[src/rtl/core/keyboard_power_up_handshake_assert.svh]
// Assertion macros for the keyboard power-up handshake block
`ifndef KEYBOARD_POWER_UP_HANDSHAKE_ASSERT_SVH
`define KEYBOARD_POWER_UP_HANDSHAKE_ASSERT_SVH

// same-cycle implication, sampled on clk_i, off while rst_ni is low
`define KBPH_ASSERT_IMPL(lbl, ante, cons, msg) \
  lbl: assert property (@(posedge clk_i) disable iff (!rst_ni) (ante) |-> (cons)) \
    else $error(msg);

// next-cycle implication, sampled on clk_i, off while rst_ni is low
`define KBPH_ASSERT_NEXT(lbl, ante, cons, msg) \
  lbl: assert property (@(posedge clk_i) disable iff (!rst_ni) (ante) |=> (cons)) \
    else $error(msg);

`endif

[src/rtl/core/kbph_pkg.sv]
// Types and constants shared by the keyboard power-up handshake modules
package kbph_pkg;

  localparam int unsigned PhaseW = 3;
  localparam int unsigned CountW = 5;
  localparam int unsigned AddrW  = 5;
  localparam int unsigned DataW  = 32;

  localparam logic [PhaseW-1:0] PH_START   = 3'd0;
  localparam logic [PhaseW-1:0] PH_OFF     = 3'd1;
  localparam logic [PhaseW-1:0] PH_ON      = 3'd2;
  localparam logic [PhaseW-1:0] PH_DCD     = 3'd3;
  localparam logic [PhaseW-1:0] PH_RTS_LOW = 3'd4;
  localparam logic [PhaseW-1:0] PH_RTS_HI  = 3'd5;
  localparam logic [PhaseW-1:0] PH_READY   = 3'd6;
  localparam logic [PhaseW-1:0] PH_UNUSED  = 3'd7;

  localparam logic [2:0] REG_FIRST_OFF = 3'd0;
  localparam logic [2:0] REG_LATER_OFF = 3'd1;
  localparam logic [2:0] REG_DCD_SETTLE = 3'd2;
  localparam logic [2:0] REG_RTS_HOLD  = 3'd3;
  localparam logic [2:0] REG_RTS_PULSE = 3'd4;
  localparam logic [2:0] REG_ID_FIRST  = 3'd5;
  localparam logic [2:0] REG_ID_SECOND = 3'd6;
  localparam logic [2:0] REG_ID_LIMIT  = 3'd7;

  typedef struct packed {
    logic [31:0] now_ms;
    logic [31:0] phase_since_ms;
    logic        dcd_level;
    logic        rts_level;
    logic        byte_valid;
    logic [7:0]  rx_byte;
    logic        restart;
  } in_item_t;

  typedef struct packed {
    logic [PhaseW-1:0] phase;
    logic              power_on;
    logic              rts_driven;
    logic              rts_high;
    logic              phase_changed;
    logic              ready_res;
  } out_item_t;

  typedef struct packed {
    logic [15:0]       first_off_delay_ms;
    logic [15:0]       later_off_delay_ms;
    logic [15:0]       dcd_settle_ms;
    logic [15:0]       rts_low_hold_ms;
    logic [15:0]       rts_pulse_ms;
    logic [7:0]        id_first_byte;
    logic [7:0]        id_second_byte;
    logic [CountW-1:0] id_byte_limit;
  } cfg_t;

endpackage

[src/rtl/core/keyboard_power_up_handshake.sv]
// Top level of the keyboard power-up handshake sequencer
//
// Each input item is one poll: current time, phase start time, DCD and RTS
// levels, an optional received byte and a restart request. Each poll gives
// exactly one result item: phase, supply enable, RTS drive and level, a
// phase-changed flag and the ready flag.
// The poll is captured in an input register; the phase update runs between
// that register and the result register, so each item passes the input
// register, then the result register. One item is taken per cycle while the
// output side does not stall.
// When the receiver stalls, the result register holds and the poll waiting
// in the input register holds with it; in_stall_o rises only while both are
// full and the receiver stalls. Configuration goes through the APB-style
// port, zero wait states.
// Reset puts the phase at start, marks the first boot, clears the byte
// count and ID bytes, turns the supply off, floats RTS low and loads the
// default delays and ID bytes.
module keyboard_power_up_handshake import kbph_pkg::*; (
  input  logic             clk_i,
  input  logic             rst_ni,
  input  logic             in_valid_i,
  output logic             in_stall_o,
  input  in_item_t         in_item_i,
  output logic             out_valid_o,
  input  logic             out_stall_i,
  output out_item_t        out_item_o,
  input  logic             psel,
  input  logic             penable,
  input  logic             pwrite,
  input  logic [AddrW-1:0] paddr,
  input  logic [DataW-1:0] pwdata,
  output logic [DataW-1:0] prdata,
  output logic             pready
);

  cfg_t      cfg;
  in_item_t  in_q;
  logic      in_valid_q, in_valid_d;
  out_item_t out_q;
  logic      out_valid_q, out_valid_d;
  out_item_t result;
  logic      advance;
  logic      in_take;

  assign advance     = in_valid_q & (~out_valid_q | ~out_stall_i);
  assign in_stall_o  = in_valid_q & ~advance;
  assign in_take     = in_valid_i & ~in_stall_o;
  assign out_valid_o = out_valid_q;
  assign out_item_o  = out_q;

  kbph_cfg u_cfg (
    .clk_i   (clk_i),
    .rst_ni  (rst_ni),
    .psel    (psel),
    .penable (penable),
    .pwrite  (pwrite),
    .paddr   (paddr),
    .pwdata  (pwdata),
    .prdata  (prdata),
    .pready  (pready),
    .cfg_o   (cfg)
  );

  kbph_step u_step (
    .clk_i    (clk_i),
    .rst_ni   (rst_ni),
    .cfg_i    (cfg),
    .item_i   (in_q),
    .step_i   (advance),
    .result_o (result)
  );

  always_comb begin
    in_valid_d = in_valid_q;
    if (in_take) begin
      in_valid_d = 1'b1;
    end else if (advance) begin
      in_valid_d = 1'b0;
    end
  end

  always_comb begin
    out_valid_d = out_valid_q;
    if (advance) begin
      out_valid_d = 1'b1;
    end else if (!out_stall_i) begin
      out_valid_d = 1'b0;
    end
  end

  always_ff @(posedge clk_i or negedge rst_ni) begin
    if (!rst_ni) begin
      in_valid_q  <= 1'b0;
      out_valid_q <= 1'b0;
    end else begin
      in_valid_q  <= in_valid_d;
      out_valid_q <= out_valid_d;
    end
  end

  always_ff @(posedge clk_i) begin
    if (in_take) begin
      in_q <= in_item_i;
    end
    if (advance) begin
      out_q <= result;
    end
  end

`include "keyboard_power_up_handshake_assert.svh"

  `KBPH_ASSERT_NEXT(a_restart_to_start, advance && in_q.restart,
    out_valid_o && out_item_o.phase == PH_START && !out_item_o.power_on &&
    !out_item_o.rts_driven, "restart poll did not return to start")
  `KBPH_ASSERT_IMPL(a_stall_only_when_blocked, in_stall_o,
    out_valid_o && out_stall_i, "input stalled while output could move")
  `KBPH_ASSERT_IMPL(a_no_unused_phase, out_valid_o,
    out_item_o.phase != PH_UNUSED, "result carries the unused phase code")
  `KBPH_ASSERT_IMPL(a_rts_high_driven, out_valid_o && out_item_o.rts_high,
    out_item_o.rts_driven, "RTS high reported while floating")

endmodule

[src/rtl/core/kbph_cfg.sv]
// Configuration register file with an APB-style access port
module kbph_cfg import kbph_pkg::*; (
  input  logic             clk_i,
  input  logic             rst_ni,
  input  logic             psel,
  input  logic             penable,
  input  logic             pwrite,
  input  logic [AddrW-1:0] paddr,
  input  logic [DataW-1:0] pwdata,
  output logic [DataW-1:0] prdata,
  output logic             pready,
  output cfg_t             cfg_o
);

  cfg_t       cfg_q, cfg_d;
  logic [2:0] idx;
  logic       wr_en;

  assign idx    = paddr[AddrW-1:2];
  assign wr_en  = psel & penable & pwrite;
  assign pready = 1'b1;
  assign cfg_o  = cfg_q;

  always_comb begin
    cfg_d = cfg_q;
    if (wr_en) begin
      unique case (idx)
        REG_FIRST_OFF:  cfg_d.first_off_delay_ms = pwdata[15:0];
        REG_LATER_OFF:  cfg_d.later_off_delay_ms = pwdata[15:0];
        REG_DCD_SETTLE: cfg_d.dcd_settle_ms      = pwdata[15:0];
        REG_RTS_HOLD:   cfg_d.rts_low_hold_ms    = pwdata[15:0];
        REG_RTS_PULSE:  cfg_d.rts_pulse_ms       = pwdata[15:0];
        REG_ID_FIRST:   cfg_d.id_first_byte      = pwdata[7:0];
        REG_ID_SECOND:  cfg_d.id_second_byte     = pwdata[7:0];
        REG_ID_LIMIT:   cfg_d.id_byte_limit      = pwdata[CountW-1:0];
        default:        cfg_d = cfg_q;
      endcase
    end
  end

  always_comb begin
    unique case (idx)
      REG_FIRST_OFF:  prdata = {16'd0, cfg_q.first_off_delay_ms};
      REG_LATER_OFF:  prdata = {16'd0, cfg_q.later_off_delay_ms};
      REG_DCD_SETTLE: prdata = {16'd0, cfg_q.dcd_settle_ms};
      REG_RTS_HOLD:   prdata = {16'd0, cfg_q.rts_low_hold_ms};
      REG_RTS_PULSE:  prdata = {16'd0, cfg_q.rts_pulse_ms};
      REG_ID_FIRST:   prdata = {24'd0, cfg_q.id_first_byte};
      REG_ID_SECOND:  prdata = {24'd0, cfg_q.id_second_byte};
      REG_ID_LIMIT:   prdata = {{(DataW-CountW){1'b0}}, cfg_q.id_byte_limit};
      default:        prdata = '0;
    endcase
  end

  always_ff @(posedge clk_i or negedge rst_ni) begin
    if (!rst_ni) begin
      cfg_q.first_off_delay_ms <= 16'd1000;
      cfg_q.later_off_delay_ms <= 16'd100;
      cfg_q.dcd_settle_ms      <= 16'd10;
      cfg_q.rts_low_hold_ms    <= 16'd200;
      cfg_q.rts_pulse_ms       <= 16'd10;
      cfg_q.id_first_byte      <= 8'd250;
      cfg_q.id_second_byte     <= 8'd253;
      cfg_q.id_byte_limit      <= 5'd10;
    end else begin
      cfg_q <= cfg_d;
    end
  end

endmodule

[src/rtl/core/kbph_step.sv]
// Phase sequencer state and per-poll update logic
module kbph_step import kbph_pkg::*; (
  input  logic      clk_i,
  input  logic      rst_ni,
  input  cfg_t      cfg_i,
  input  in_item_t  item_i,
  input  logic      step_i,
  output out_item_t result_o
);

  logic [PhaseW-1:0] phase_q, phase_d;
  logic              first_boot_q, first_boot_d;
  logic [CountW-1:0] count_q, count_d;
  logic [7:0]        older_q, older_d;
  logic [7:0]        newer_q, newer_d;
  logic              power_q, power_d;
  logic              drive_q, drive_d;
  logic              level_q, level_d;

  logic [31:0]       elapsed;
  logic [15:0]       delay;
  logic              timed_out;
  logic [CountW-1:0] count_base;

  assign elapsed    = item_i.now_ms - item_i.phase_since_ms;
  assign timed_out  = elapsed > {16'd0, delay};
  assign count_base = (count_q >= cfg_i.id_byte_limit) ? '0 : count_q;

  always_comb begin
    unique case (phase_q)
      PH_OFF:     delay = first_boot_q ? cfg_i.first_off_delay_ms
                                       : cfg_i.later_off_delay_ms;
      PH_ON:      delay = cfg_i.dcd_settle_ms;
      PH_DCD:     delay = cfg_i.rts_low_hold_ms;
      PH_RTS_LOW: delay = cfg_i.rts_pulse_ms;
      default:    delay = '0;
    endcase
  end

  always_comb begin
    phase_d      = phase_q;
    first_boot_d = first_boot_q;
    count_d      = count_q;
    older_d      = older_q;
    newer_d      = newer_q;
    power_d      = power_q;
    drive_d      = drive_q;
    level_d      = level_q;
    if (item_i.restart) begin
      phase_d = PH_START;
      power_d = 1'b0;
      drive_d = 1'b0;
      level_d = 1'b0;
      count_d = '0;
    end else begin
      unique case (phase_q)
        PH_START: begin
          power_d = 1'b0;
          drive_d = 1'b0;
          level_d = 1'b0;
          count_d = '0;
          phase_d = PH_OFF;
        end
        PH_OFF: begin
          if (timed_out) begin
            power_d = 1'b1;
            phase_d = PH_ON;
          end
        end
        PH_ON: begin
          if (timed_out && item_i.dcd_level) begin
            drive_d = 1'b1;
            level_d = 1'b0;
            phase_d = item_i.rts_level ? PH_DCD : PH_RTS_LOW;
          end
        end
        PH_DCD: begin
          if (timed_out) begin
            phase_d = PH_RTS_LOW;
          end
        end
        PH_RTS_LOW: begin
          if (timed_out) begin
            drive_d = 1'b1;
            level_d = 1'b1;
            phase_d = PH_RTS_HI;
          end
        end
        PH_RTS_HI: begin
          count_d = count_base;
          if (item_i.byte_valid) begin
            older_d = newer_q;
            newer_d = item_i.rx_byte;
            count_d = count_base + CountW'(1);
          end
          if (count_d >= 5'd2 && older_d == cfg_i.id_first_byte &&
              newer_d == cfg_i.id_second_byte) begin
            first_boot_d = 1'b0;
            count_d      = '0;
            phase_d      = PH_READY;
          end
        end
        PH_READY: phase_d = phase_q;
        default:  phase_d = PH_START;
      endcase
    end
  end

  assign result_o.phase         = phase_d;
  assign result_o.power_on      = power_d;
  assign result_o.rts_driven    = drive_d;
  assign result_o.rts_high      = drive_d & level_d;
  assign result_o.phase_changed = phase_d != phase_q;
  assign result_o.ready_res     = phase_d == PH_READY;

  always_ff @(posedge clk_i or negedge rst_ni) begin
    if (!rst_ni) begin
      phase_q      <= PH_START;
      first_boot_q <= 1'b1;
      count_q      <= '0;
      older_q      <= '0;
      newer_q      <= '0;
      power_q      <= 1'b0;
      drive_q      <= 1'b0;
      level_q      <= 1'b0;
    end else if (step_i) begin
      phase_q      <= phase_d;
      first_boot_q <= first_boot_d;
      count_q      <= count_d;
      older_q      <= older_d;
      newer_q      <= newer_d;
      power_q      <= power_d;
      drive_q      <= drive_d;
      level_q      <= level_d;
    end
  end

endmodule

[config.mk]
export PLATFORM = sky130hd
export DESIGN_NAME = keyboard_power_up_handshake
export DESIGN_NICKNAME = d
export VERILOG_FILES = /design/src/rtl/core/kbph_pkg.sv /design/src/rtl/core/keyboard_power_up_handshake.sv /design/src/rtl/core/kbph_cfg.sv /design/src/rtl/core/kbph_step.sv
export VERILOG_INCLUDE_DIRS = /design/src /design/src/rtl/core
export SDC_FILE = /design/constraint.sdc
export NUM_CORES = 1
export LEC_CHECK = 0
export BUFFER_PORTS_ARGS = -buffer_cell sky130_fd_sc_hd__buf_2
export CORE_MARGIN = 1.5
export CORE_UTILIZATION = 63
export DETAILED_ROUTE_END_ITERATION = 12
export PLACE_DENSITY = 0.85
export SETUP_SLACK_MARGIN = 0.05
export SLEW_MARGIN = 25
export SYNTH_ARGS = -nofsm -noshare
export SYNTH_HDL_FRONTEND = slang
export SYNTH_HIERARCHICAL = 1
export SYNTH_SLANG_ARGS = --single-unit
export TNS_END_PERCENT = 5
[constraint.sdc]
create_clock -name clk_i -period 11.55 [get_ports clk_i]
set_input_delay 3.465 -clock clk_i [delete_from_list [all_inputs] [get_ports clk_i]]
set_output_delay 3.465 -clock clk_i [all_outputs]
set_load 0.02 [all_outputs]
# After elaboration in Yosys (flattened, before gate mapping)
# Index checks and enable logic that the tools add are counted.
[word_totals]
elab_cells = 123
ff_bits = 215
[op_classes]
n_lt_le_gt_ge = 3
n_bitwise = 12
n_addsub = 2
n_mux = 39
eq_ne = 18
n_reduce_logical = 18
[op_table]
columns = ["cell", "count"]
rows = [
  ["$pmux 32 s8", 1],
  ["$pmux 16 s4", 1],
  ["$mux 8", 6],
  ["$gt 32x16->1", 1],
  ["$sub 32x32->32", 1],
  ["$mux 5", 6],
  ["$eq 3x3->1 const B", 8],
  ["$mux 3", 7],
  ["$pmux 3 s7", 1],
  ["$reduce_and 2->1", 9],
  ["$eq 8x8->1", 2],
  ["$mux 16", 1],
  ["$eq 3x2->1 const B", 4],
  ["$mux 1", 12],
  ["$pmux 5 s2", 1],
  ["$and 1x1->1", 6],
  ["$eq 3x1->1 const B", 2],
  ["$logic_not 3->1", 2],
  ["$pmux 1 s3", 2],
  ["$add 5x1->5 const B", 1],
  ["$ge 5x2->1 const B", 1],
  ["$ge 5x5->1", 1],
  ["$not 1->1", 5],
  ["$reduce_and 4->1", 1],
  ["other kinds (8)", 10],
]

# Logic depth before layout (Yosys ltp)
# Gate-level depths: netlist (run 1).
[depth]
depth_word = 13
ltp_mapped = 23
depth_no_buf = 21

# Hierarchy
# The synthesis (run 1) kept the hierarchy.
[modules_own_cells]
columns = ["mod", "seq_area_each_um2", "area_per_inst_um2", "instances", "cells_per_inst"]
rows = [
  ["kbph_step", 701.9, 5011.1, 1, 644],
  ["kbph_cfg", 2566.2, 4815.9, 1, 353],
  ["keyboard_power_up_handshake", 2572.5, 2615.0, 1, 92],
]

# Least setup slack after synthesis (run 1)
# Ideal clock, no wire load.
[synth_timing]
path_type = "input-to-output"
start = "input paddr[2]"
end = "output prdata[1]"
cell_stages = 5
slack_ns = 3.296
t_arrival_ns = 4.789
required_time_ns = 8.085
path_cell_list = "buf_2 -> buf_2 -> nor2_1 -> o2bb2a_1 -> a31oi_1"
[synth_between]
elab_chain_len = 2
[synth_lines]
columns = ["element", "line", "rtl"]
rows = [
  ["start, declared", "keyboard_power_up_handshake.sv:30", "input logic [AddrW-1:0] paddr,"],
  ["$eq 3x3->1, or another cell as far along", "kbph_cfg.sv:42", "unique case (idx)"],
  ["$pmux 32 s8 *", "kbph_cfg.sv:42", ""],
  ["end, declared", "keyboard_power_up_handshake.sv:32", "output logic [DataW-1:0] prdata,"],
]
# Mark *: on every way between the ends. The rest lies on a longest branch, timed or not. The select of a mux whose other input is x is not followed.

# Final worst setup path (run 1)
# Ends and elaborated chain as after synthesis.

==> results.md, run 1 <==
- Total leakage power: between 0.006 and 0.007 µW
- Post-DRT Antenna Nets: 0
- Starting Density: 64.1%
- Max stage delay on crit path: between 0.5 and 0.6 ns
- Critical Path Source Type: input pin
- Power share of the combinational group: about a quarter
- CP Class: input pin to primary output
- GR peak layer: met2
- Setup Fix Bufs, Post-CTS: 0
- WP data required: 8.09 ns
- DP HPWL: 19400 µm
- Die footprint: just over 20000 µm²
- Arrival time at the worst endpoint: roughly 5.4 ns
- Post-DR vias/cell: slightly above 6
- Port bufs: between 100 and 150
- R2R cell count: 19
- Flop and latch count out of synthesis: 215
- Ys async rst share: between 60% and 70%
- # resized after CTS: 0
- Hold Vio Cnt, Final: 0
- Max capacitance violation total: 0
- Clock tree from TritonCTS: yes
- Fin crit period: just under 9 ns
- Inserted Diodes: 0
- Post-synthesis sequential area ratio: about 47%
- Final period util: 76.8%
- GPL Wtd Cong: around 0.9
- Post-route setup TNS: 0 ns
- Synth top area cells: edfxtp_1 (20%), dfrtp_1 (20%), mux2_2 (11%)
- Residual DRC count: 0
- Die Y: approximately 140 µm
- Crit. path cell count: 5
- Via count: between 9000 and 10000
- Syn Area/Cell: around 11 µm²
- Synthesis-to-layout area growth: 13.0%
- Library cells used by synthesis: 96
- Clock tree sinks: between 200 and 250
- Area leader, netlist: edfxtp_1
- Sequential share of power: between 40 and 50%
- Placeable Area: about 19000 µm²
- Global-route track usage on met3: between 3 and 4%
- Ys flop type: dfrtp_1
- Share of layout cells above drive strength 1: 30.1%
- Slew Limit Fails: 0
- Clock tree buffer depth: 3
- Finished Layout Cells: 1479
- IO Pins: between 150 and 200
- Internal power: around 1700 µW
- Largest net degree at the start of global routing: between 70 and 80
- Status: completed
- Pwr dens: roughly 170 nW/µm²
- Post-Route WL: 28200 µm
- H-tree depth: 1
- Drt wl/cell: approximately 19 µm
- Synth warnings: 6
- Met2 GRT Util: a little under half
- CTS buffer count: 24
- Worst-path clk slew: ~0.06 ns
- All-layer global routing usage: 27.7%
- Crit-path most repeated cell: buf_2
- Worst IR Drop VDD: ~130 µV
- # setup viols final: 0
- Initial antenna violation count: 1
- First-pass GRT wire length: between 40000 and 50000 µm
- Critical Path Slowest Stage Cell: buf_2
- Initial DRT Pass Iterations: 7
- Top Family by Delay on Critical Path: buffers and inverters
- Worst Tran Pin Value: 1.11 ns
- Met1 global-route usage: a little over a third
- WHS Path Cells: 1
- Die X: 144 µm
- GR Overflow Total: 0
- Most frequent cells in the layout: buf_2 (126), mux2_2 (118), dfrtp_1 (99)
- Number of global-route vias before repair: slightly below 9000
- Worst skew pair latency: 0.52 ns
- CP bufs+invs: 2
- Peak Freq: 113 MHz
- Max FO, Critical Path: 31
- Placed cells: around 1400
- Hold_buf cts: 0
- Psw: 729 µW
- Clock network fraction of total power: 33.7%
- Initial drt markers: roughly 610
- Rel. slew slack: about 26%
- Cells after Synth: around 1100
- Worst Clk Skew: between 0.01 and 0.015 ns
- Number of flops mapped to enable cells by yosys: 84
- CP endpoint kind: primary output
- Switching share of power: between 30 and 40%
- RSZ-0062 raised after global routing: no
- Synth Cell Area: between 10000 and 15000 µm²
- Layout Nets: 1370
- Most common cell after layout, fill and taps aside: buf_2
- Hold Path Class: flop to flop
- Crit-path cells: buf_2, nand2b_1, o2bb2a_1, a31oi_1, buf_2
- Root buffer cell: clkbuf_16
- Cell Rows: a little over 50
- Synth top area share: 20.3%
-- Yosys cell counts, types with 8 or more instances --
| library cell | n |
|---|---|
| nand2_1 | 63 |
| a31oi_1 | 9 |
| a22oi_1 | 11 |
| nand3_1 | 17 |
| and2_1 | 10 |
| o22a_1 | 8 |
| nand4_1 | 12 |
| dfrtp_1 | 99 |
| nand2b_1 | 10 |
| buf_4 | 23 |
| dfstp_2 | 32 |
| o211ai_1 | 8 |
| xnor2_1 | 28 |
| mux2_1 | 10 |
| xor2_1 | 17 |
| a211oi_1 | 10 |
| mux2i_1 | 44 |
| mux2_2 | 118 |
| a221oi_1 | 10 |
| buf_2 | 13 |
| a21oi_1 | 56 |
| o21ai_0 | 43 |
| edfxtp_1 | 84 |
| clkbuf_1 | 26 |
| ha_1 | 53 |
| nor2_1 | 51 |
| nor2b_1 | 13 |
| a21o_1 | 13 |
| inv_1 | 54 |
| nor3_1 | 11 |
-- power by group through the flow --
stage          Clock (µW)  Combinational, µW  Sequential [µW]
4_1_cts               827                597             1000
6_report              819                605             1010
3_5_place_dp            0                589             1020
5_1_grt               854                661             1020
3_3_place_gp            0                571             1010
2_1_floorplan           0                453              990
-- cell families after synthesis --
group           after synthesis  share of synthesized area (%)
fa+ha+maj                    54                           5.49
simple gates                234                           9.97
flops                       215                           46.9
buf+inv                     122                           4.63
xor+xnor                     46                           3.30
compound gates              238                           13.4
other cells                   2                         0.0604
mux                         178                           16.2
-- stage by stage --
step / worst slack [ns] / hold WS, ns / total power, µW / cell area [µm²] / utilization (%)
after floorplan: 3.30 / 0.467 / 1440 / 12500 / -
after global placement: 2.69 / 0.475 / 1580 / 13200 / 67.8
after detailed placement: 2.68 / 0.488 / 1610 / 13200 / 67.8
after CTS: 2.68 / 0.493 / 2430 / 14000 / 72.3
after global routing: 2.57 / 0.518 / 2530 / 14100 / 72.5
final: 2.68 / 0.485 / 2430 / 14100 / 72.5
-- state kept, by name, indices dropped and copies added, names as in the netlist --
signal and count:
out_valid_o 1, in_valid_q 1, in_q 76, u_cfg/cfg_o 101
u_step/newer_q 8, u_step/phase_q 3, u_step/first_boot_q 1, u_step/power_q 1
u_step/level_q 1, u_step/count_q 5, u_step/drive_q 1, u_step/older_q 8
out_item_o 8
-- worst paths after layout --
check / start / slack, ns / to
max in group asynchronous: rst_ni / 7.11 / u_cfg/cfg_o[83]
worst max register to register: in_q[16] / 6.45 / out_item_o[0]
worst min register to register: in_valid_q / 0.49 / out_valid_o
worst max-delay path: paddr[2] / 2.68 / prdata[1]
worst min-delay path: in_valid_q / 0.49 / out_valid_o
min in group asynchronous: rst_ni / 3.06 / u_step/phase_q[2]
-- area by class of cell --
type                            count  area [µm²]
Clock buffer                       34         777
Clock inverter                     10         104
Fill cell                        1338        5340
Inverter                           55         206
Multi-Input combinational cell    767        6100
Sequential cell                   215        5840
Tap cell                          265         332
Timing Repair Buffer              133         703
-- per-layer routing --
| layer | wire length [µm] | vias up | part of all wire, % |
|---|---|---|---|
| met1 | 11800 | 4417 | 42 |
| met5 | 7 | - | 0.025 |
| li1 | - | 4217 | - |
| met2 | 13500 | 377 | 48 |
| met4 | 1180 | 2 | 4.2 |
| met3 | 1690 | 84 | 6.0 |
(Power assumes the default switching activity.)
==> run 2: changes to the inputs <==
--- a/config.mk
+++ b/config.mk
@@ -8,9 +8,9 @@
 export LEC_CHECK = 0
 export BUFFER_PORTS_ARGS = -buffer_cell sky130_fd_sc_hd__buf_2
 export CORE_MARGIN = 1.5
-export CORE_UTILIZATION = 63
+export CORE_UTILIZATION = 59
 export DETAILED_ROUTE_END_ITERATION = 12
-export PLACE_DENSITY = 0.85
+export PLACE_DENSITY = 0.8
 export SETUP_SLACK_MARGIN = 0.05
 export SLEW_MARGIN = 25
 export SYNTH_ARGS = -nofsm -noshare
==> constraint.sdc (replaced) <==
create_clock -name clk_i -period 8.92 [get_ports clk_i]
set_input_delay 2.676 -clock clk_i [delete_from_list [all_inputs] [get_ports clk_i]]
set_output_delay 2.676 -clock clk_i [all_outputs]
set_load 0.02 [all_outputs]
==> run 2 against run 1 <==
Critical path depth is the same. Global-route usage down 1.4 points. Final cell count up 0.54%. Combinational power is 31% higher. Power increased by 25%. Utilization down 4.2 points. Register-to-register slack got worse by 2.6 ns. First-iteration DRC count increased by 24%. Worst hold slack better by 0.013 ns. Worst setup slack worse by 1.0 ns.
==> results.md, run 2 (synthesized netlist as in run 1, its figures left out) <==
- Status: completed
- Clock tree sinks: 215 (unchanged)
- Die footprint: 22000 µm² (+6.6%)
- Hold_buf cts: 0 (unchanged)
- Die X: 148 µm (+3.3%)
- Top Family by Delay on Critical Path: buffers and inverters
- Cell Rows: 52 (+2.0%)
- DP HPWL: 19700 µm (+1.3%)
- Clock network fraction of total power: 31.5% (-2.2 points)
- CP endpoint kind: primary output
- Fin crit period: roughly 7.3 ns
- Worst skew pair latency: 0.52 ns (about the same)
- Max reg flops: 101 (unchanged)
- Initial DRT Pass Iterations: 5 (-2)
- Critical Path Source Type: input pin
- Switching share of power: 30.8% (+0.81 points)
- Setup Fix Bufs, Post-CTS: 0 (unchanged)
- Largest net degree at the start of global routing: 77 (unchanged)
- Root buffer cell: clkbuf_16
- Placed cell area: 13200 µm² (about the same)
- Post-Route WL: 28500 µm (+1.1%)
- GPL Wtd Cong: 0.879 (-2.5%)
- Worst Clk Skew: 0.00998 ns (-0.00121 ns)
- Most common cell after layout, fill and taps aside: buf_2
- Slew Limit Fails: 0 (unchanged)
- Power share of the combinational group: 26.0% (+1.1 points)
- Worst IR Drop VDD: 205 µV (+57%)
- Post-DRT Antenna Nets: 0 (unchanged)
- Share of layout cells above drive strength 1: 29.3% (-0.74 points)
- Finished Cell Area: 14000 µm² (-0.72%)
- Max capacitance violation total: 0 (unchanged)
- Via count: 9041 (-0.62%)
- Core Util, Final: 68.3% (-4.2 points)
- Sequential share of power: 42.6% (+1.2 points)
- Arrival time at the worst endpoint: 4.62 ns (-0.79 ns)
- Post-DR vias/cell: 6.08 (-1.2%)
- Total leakage power: 0.00598 µW (-1.1%)
- Synthesis-to-layout area growth: 12.2%
- Filler cells: 1553 (+16%)
- Initial drt markers: 749 (+24%)
- RSZ-0062 raised after global routing: no
- Port bufs: 127 (unchanged)
- Starting Density: 60.9% (-3.2 points)
- Placeable Area: 20400 µm² (+5.3%)
- Number of global-route vias before repair: 8893 (+1.5%)
- Pwr dens: 218 nW/µm² (+26%)
- Hold Path Class: flop to flop
- Clock tree from TritonCTS: yes
- # setup viols final: 0 (unchanged)
- CP Class: input pin to primary output
- Crit-path most repeated cell: buf_2
- H-tree depth: 1 (unchanged)
- CTS buffer count: 24 (unchanged)
- Crit-path cells: buf_2, nand2b_1, o2bb2a_1, a31oi_1, buf_2
- All-layer global routing usage: 26.4% (-1.4 points)
- Max FO, Critical Path: 31 (unchanged)
- Clock tree buffer depth: 3 (unchanged)
- Worst-path clk slew: 0.05 ns (about the same)
- Internal power: 2110 µW (+24%)
- Worst Tran Pin Value: 1.05 ns (-0.0670 ns)
- Most frequent cells in the layout: buf_2 (126), mux2_2 (118), dfrtp_1 (99)
- Drt wl/cell: 19.2 µm (+0.56%)
- IO Pins: 163 (unchanged)
- WP data required: 6.24 ns (-1.85 ns)
- Hold Vio Cnt, Final: 0 (unchanged)
- Initial antenna violation count: 3 (+2)
- GR Overflow Total: 0 (unchanged)
- Die Y: 148 µm (+3.3%)
- # resized after CTS: 0 (unchanged)
- Residual DRC count: 0 (unchanged)
- Post-route setup TNS: 0 ns (unchanged)
- Critical Path Slowest Stage Cell: buf_2
- Rel. slew slack: 30.1% (+4.5 points)
- Max stage delay on crit path: 0.56 ns (about the same)
- First-pass GRT wire length: 46000 µm (+3.1%)
- Layout Nets: 1370 (unchanged)
- Peak Freq: about 140 MHz
- Final period util: approximately four fifths
- Psw: 938 µW (+29%)
- CP bufs+invs: 2 (unchanged)
run 2: cell count changes in the layout (fill, tap and decap cells not counted), sizes merged:
cell,before,now
clkbuf,34,30
clkinv,8,11
diode,0,3
clkinvlp,1,2
run 2: area by class of cell:
type                            instances  area [µm²]  share of cell area [%]
Tap cell                              270         338                    2.42
Clock inverter                         14         119                   0.851
Timing Repair Buffer                  133         703                    5.04
Clock buffer                           30         644                    4.62
Sequential cell                       215        5840                    41.8
Antenna cell                            3        7.51                  0.0538
Multi-Input combinational cell        767        6100                    43.7
Inverter                               55         206                    1.48
run 2: path summary, 6_finish.rpt:
| kind | endpoint | from | cells past startpoint | slack, ns |
|---|---|---|---|---|
| setup / recovery | prdata[1] | paddr[2] | 5 | 1.63 |
| hold / removal | out_valid_o | in_valid_q | 1 | 0.50 |
| setup reg to reg | out_item_o[0] | u_step/phase_q[2] | 14 | 3.90 |
| hold reg to reg | out_valid_o | in_valid_q | 1 | 0.50 |
| max in group asynchronous | u_cfg/cfg_o[78] | rst_ni | 2 | 5.31 |
| min in group asynchronous | out_valid_o | rst_ni | 1 | 2.25 |
run 2: metal layers:
metal	share of wire (%)	up-vias	global-route usage, %
met5	0	-	0
li1	-	4232	-
met2	47	361	42.8
met1	43	4382	36.0
met3	6.6	66	4.05
met4	3.4	0	9.90
run 2: power groups by stage:
stage	combinational, µW	sequential (µW)	clock [µW]
final	790	1300	958
after global placement	751	1300	0
after floorplan	587	1280	0
after global routing	866	1310	1020
after CTS	780	1290	977
after detailed placement	773	1310	0
run 2: worst register-to-register path, cell delays in order, from the launching register on:
cell       delay [ns]
dfrtp_1          0.55
nand2b_1         0.36
nor2_1           0.82
nand2_1          0.11
o21ai_0          0.13
a221oi_1         0.12
ha_1             0.40
nand4_1          0.16
or4_1            0.56
a21oi_1          0.20
nand4_2          0.15
nor4_4           0.58
nand2b_2         0.17
and2_4           0.18
a2111oi_2        0.33
run 2: through the flow:
step / std cells / hold WS, ns / total power [µW] / worst slack (ns)
finish: 1487 / 0.498 / 3040 / 1.63
global route: 1486 / 0.531 / 3190 / 1.53
CTS: 1483 / 0.499 / 3050 / 1.67
detailed placement: 1439 / 0.486 / 2080 / 1.66
global placement: 1439 / 0.479 / 2060 / 1.68
floorplan: 1104 / 0.467 / 1870 / 2.24
==> run 3: changes to the inputs <==
==> constraint.sdc (replaced) <==
create_clock -name clk_i -period 7 [get_ports clk_i]
set_input_delay 2.1 -clock clk_i [delete_from_list [all_inputs] [get_ports clk_i]]
set_output_delay 2.1 -clock clk_i [all_outputs]
set_load 0.02 [all_outputs]
==> run 3 against run 2 <==
Critical path depth unchanged. Utilization rose by 0.11 points. Design area is 0.16% higher. Clock power grew 24%. Register-to-register slack worse by 2.1 ns. First-iteration DRC count decreased by 1.6%. Highest routed layer is now met5.
==> results.md, run 3 (synthesized netlist as in run 1, its figures left out) <==
- Worst Clk Skew: 0.00652 ns (-0.00346 ns)
- Max capacitance violation total: 0 (unchanged)
- Worst skew pair latency: 0.52 ns (about the same)
- Clock network fraction of total power: 30.9% (-0.6 points)
- Clock tree from TritonCTS: yes
- Final period util: between 80% and 90%
- Drt wl/cell: 19.4 µm (+1.1%)
- Wire length on met3: 1740 µm (-8.0%)
- Share of layout cells above drive strength 1: 29.4% (+0.068 points)
- Clock tree sinks: 215 (unchanged)
- Worst IR Drop VDD: 224 µV (+9.4%)
- Most common cell after layout, fill and taps aside: buf_2
- Switching share of power: 30.7% (-0.080 points)
- Clock tree buffer depth: 3 (unchanged)
- Met1 WL: 12500 µm (+1.5%)
- Fin crit period: approximately 6 ns
- Die X: 148 µm (unchanged)
- WHS: 0.492 ns (-0.00531 ns)
- Root buffer cell: clkbuf_16
- CP endpoint kind: primary output
- Synthesis-to-layout area growth: 12.4%
- Residual DRC count: 0 (unchanged)
- CP endpoint: prdata[1]
- Internal power: 2670 µW (+27%)
- Post-Route WL: 28900 µm (+1.2%)
- Rel. slew slack: 28.7% (-1.4 points)
- Post-DR vias/cell: 6.10 (+0.29%)
- Status: completed
- Worst r2r dst: out_item_o[0]
- Slew Limit Fails: 0 (unchanged)
- Max Used Layer: met5
- All-layer global routing usage: 26.6% (+0.21 points)
- Post-DRT Antenna Nets: 0 (unchanged)
- Met2 Wirelength: 13600 µm (+2.0%)
- Layout Nets: 1374 (+0.29%)
- Crit path launch: paddr[3]
- Cell Rows: 52 (unchanged)
- Power share of the combinational group: 26.3% (+0.3 points)
- Peak Freq: roughly 170 MHz
- CP Class: input pin to primary output
- Critical Path Source Type: input pin
- Number of global-route vias before repair: 8955 (+0.70%)
- Worst Tran Pin Value: 1.06 ns (+0.0180 ns)
- Sequential share of power: 42.8% (+0.2 points)
- DP HPWL: 20100 µm (+1.9%)
- Filler cells: 1528 (-1.6%)
- Total leakage power: 0.00600 µW (+0.34%)
- # resized after CTS: 0 (unchanged)
- Hold_buf cts: 0 (unchanged)
- IO Pins: 163 (unchanged)
- Initial DRT Pass Iterations: 7 (+2)
- RSZ-0062 raised after global routing: no
- Most frequent cells in the layout: buf_2 (126), mux2_2 (118), dfrtp_1 (99)
- CTS buffer count: 24 (unchanged)
- Hold Path Class: flop to flop
- Hold Startpoint: in_valid_q
- WP data required: 4.90 ns (-1.34 ns)
- Arrival time at the worst endpoint: 3.88 ns (-0.74 ns)
- Via count: 9079 (+0.42%)
- Largest net degree at the start of global routing: 77 (unchanged)
- Placeable Area: 20400 µm² (unchanged)
- Worst r2r src: u_step/phase_q[2]
- Max reg flops: 101 (unchanged)
- GR Overflow Total: 0 (unchanged)
- Initial drt markers: 737 (-1.6%)
- Setup Fix Bufs, Post-CTS: 0 (unchanged)
- Pwr dens: 276 nW/µm² (+26%)
- H-tree depth: 1 (unchanged)
- R2R cell count: 14 (unchanged)
- Initial antenna violation count: 2 (-1)
- Hold Vio Cnt, Final: 0 (unchanged)
- Starting Density: 60.9% (unchanged)
- FF-to-FF setup slack: 1.82 ns (-2.08 ns)
- First-pass GRT wire length: 46400 µm (+0.85%)
- Post-route setup TNS: 0 ns (unchanged)
- GPL Wtd Cong: 0.908 (+3.3%)
- # setup viols final: 0 (unchanged)
- Worst-path clk slew: 0.06 ns (about the same)
- Finished Layout Cells: 1489 (+0.13%)
- Placed cells: 1443 (+0.28%)
- Die Y: 148 µm (unchanged)
- Port bufs: 127 (unchanged)
- Psw: 1180 µW (+26%)
- Max FO, Critical Path: 24 (-23%)
- Die footprint: 22000 µm² (unchanged)
==> run 3: cell count changes in the layout (fill, tap and decap cells not counted), sizes merged <==
cell / previous run / this run
clkbuf: 30 / 40
diode: 3 / 1
clkinv: 11 / 5
bufinv: 2 / 0
clkinvlp: 2 / 0
buf: 133 / 137
==> run 3: final cells by class <==
type / count / area, µm² / area share (%)
clock inverters: 4 / 17.5 / 0.125
diodes: 1 / 2.50 / 0.0179
repair buffers: 137 / 746 / 5.33
clock buffers: 40 / 731 / 5.23
inverters: 55 / 206 / 1.48
well taps: 270 / 338 / 2.42
multi-input cells: 767 / 6100 / 43.6
flip-flops and latches: 215 / 5840 / 41.8
==> run 3: through the flow <==
step	setup WS, ns	power, µW	utilization (%)	cell area, µm²
finish	1.02	3850	68.5	14000
global route	0.924	4040	68.5	14000
CTS	1.02	3860	68.3	13900
detailed placement	1.01	2660	64.6	13200
global placement	1.05	2620	64.6	13200
floorplan	1.48	2380	-	12500
==> run 3: metal layers <==
metal | vias to the layer above | global-route usage [%]
li1 | 4231 | -
met1 | 4432 | 36.2
met2 | 346 | 43.6
met3 | 68 | 3.71
met4 | 2 | 9.80
met5 | - | 0
==> run 3: how the worst min path moves through the flow <==
stage | to | slack [ns] | cells past startpoint
6_report | out_valid_o | 0.49 | 1
5_1_grt | out_valid_o | 0.53 | 1
4_1_cts | out_valid_o | 0.49 | 1
3_5_place_dp | out_valid_o | 0.49 | 1
3_3_place_gp | out_valid_o | 0.48 | 1
2_1_floorplan | out_valid_o | 0.47 | 1
==> run 3: power groups by stage <==
stage	logic [µW]	registers [µW]	clock network [µW]
global route	1100	1670	1270
finish	1010	1650	1190
CTS	998	1650	1210
global placement	960	1660	0
floorplan	748	1630	0
detailed placement	987	1670	0
==> run 3: critical path, cell delays in order <==
cell,delay [ns]
buf_2,0.31
nor2_1,0.70
o2bb2a_1,0.31
a31oi_1,0.22
buf_2,0.22
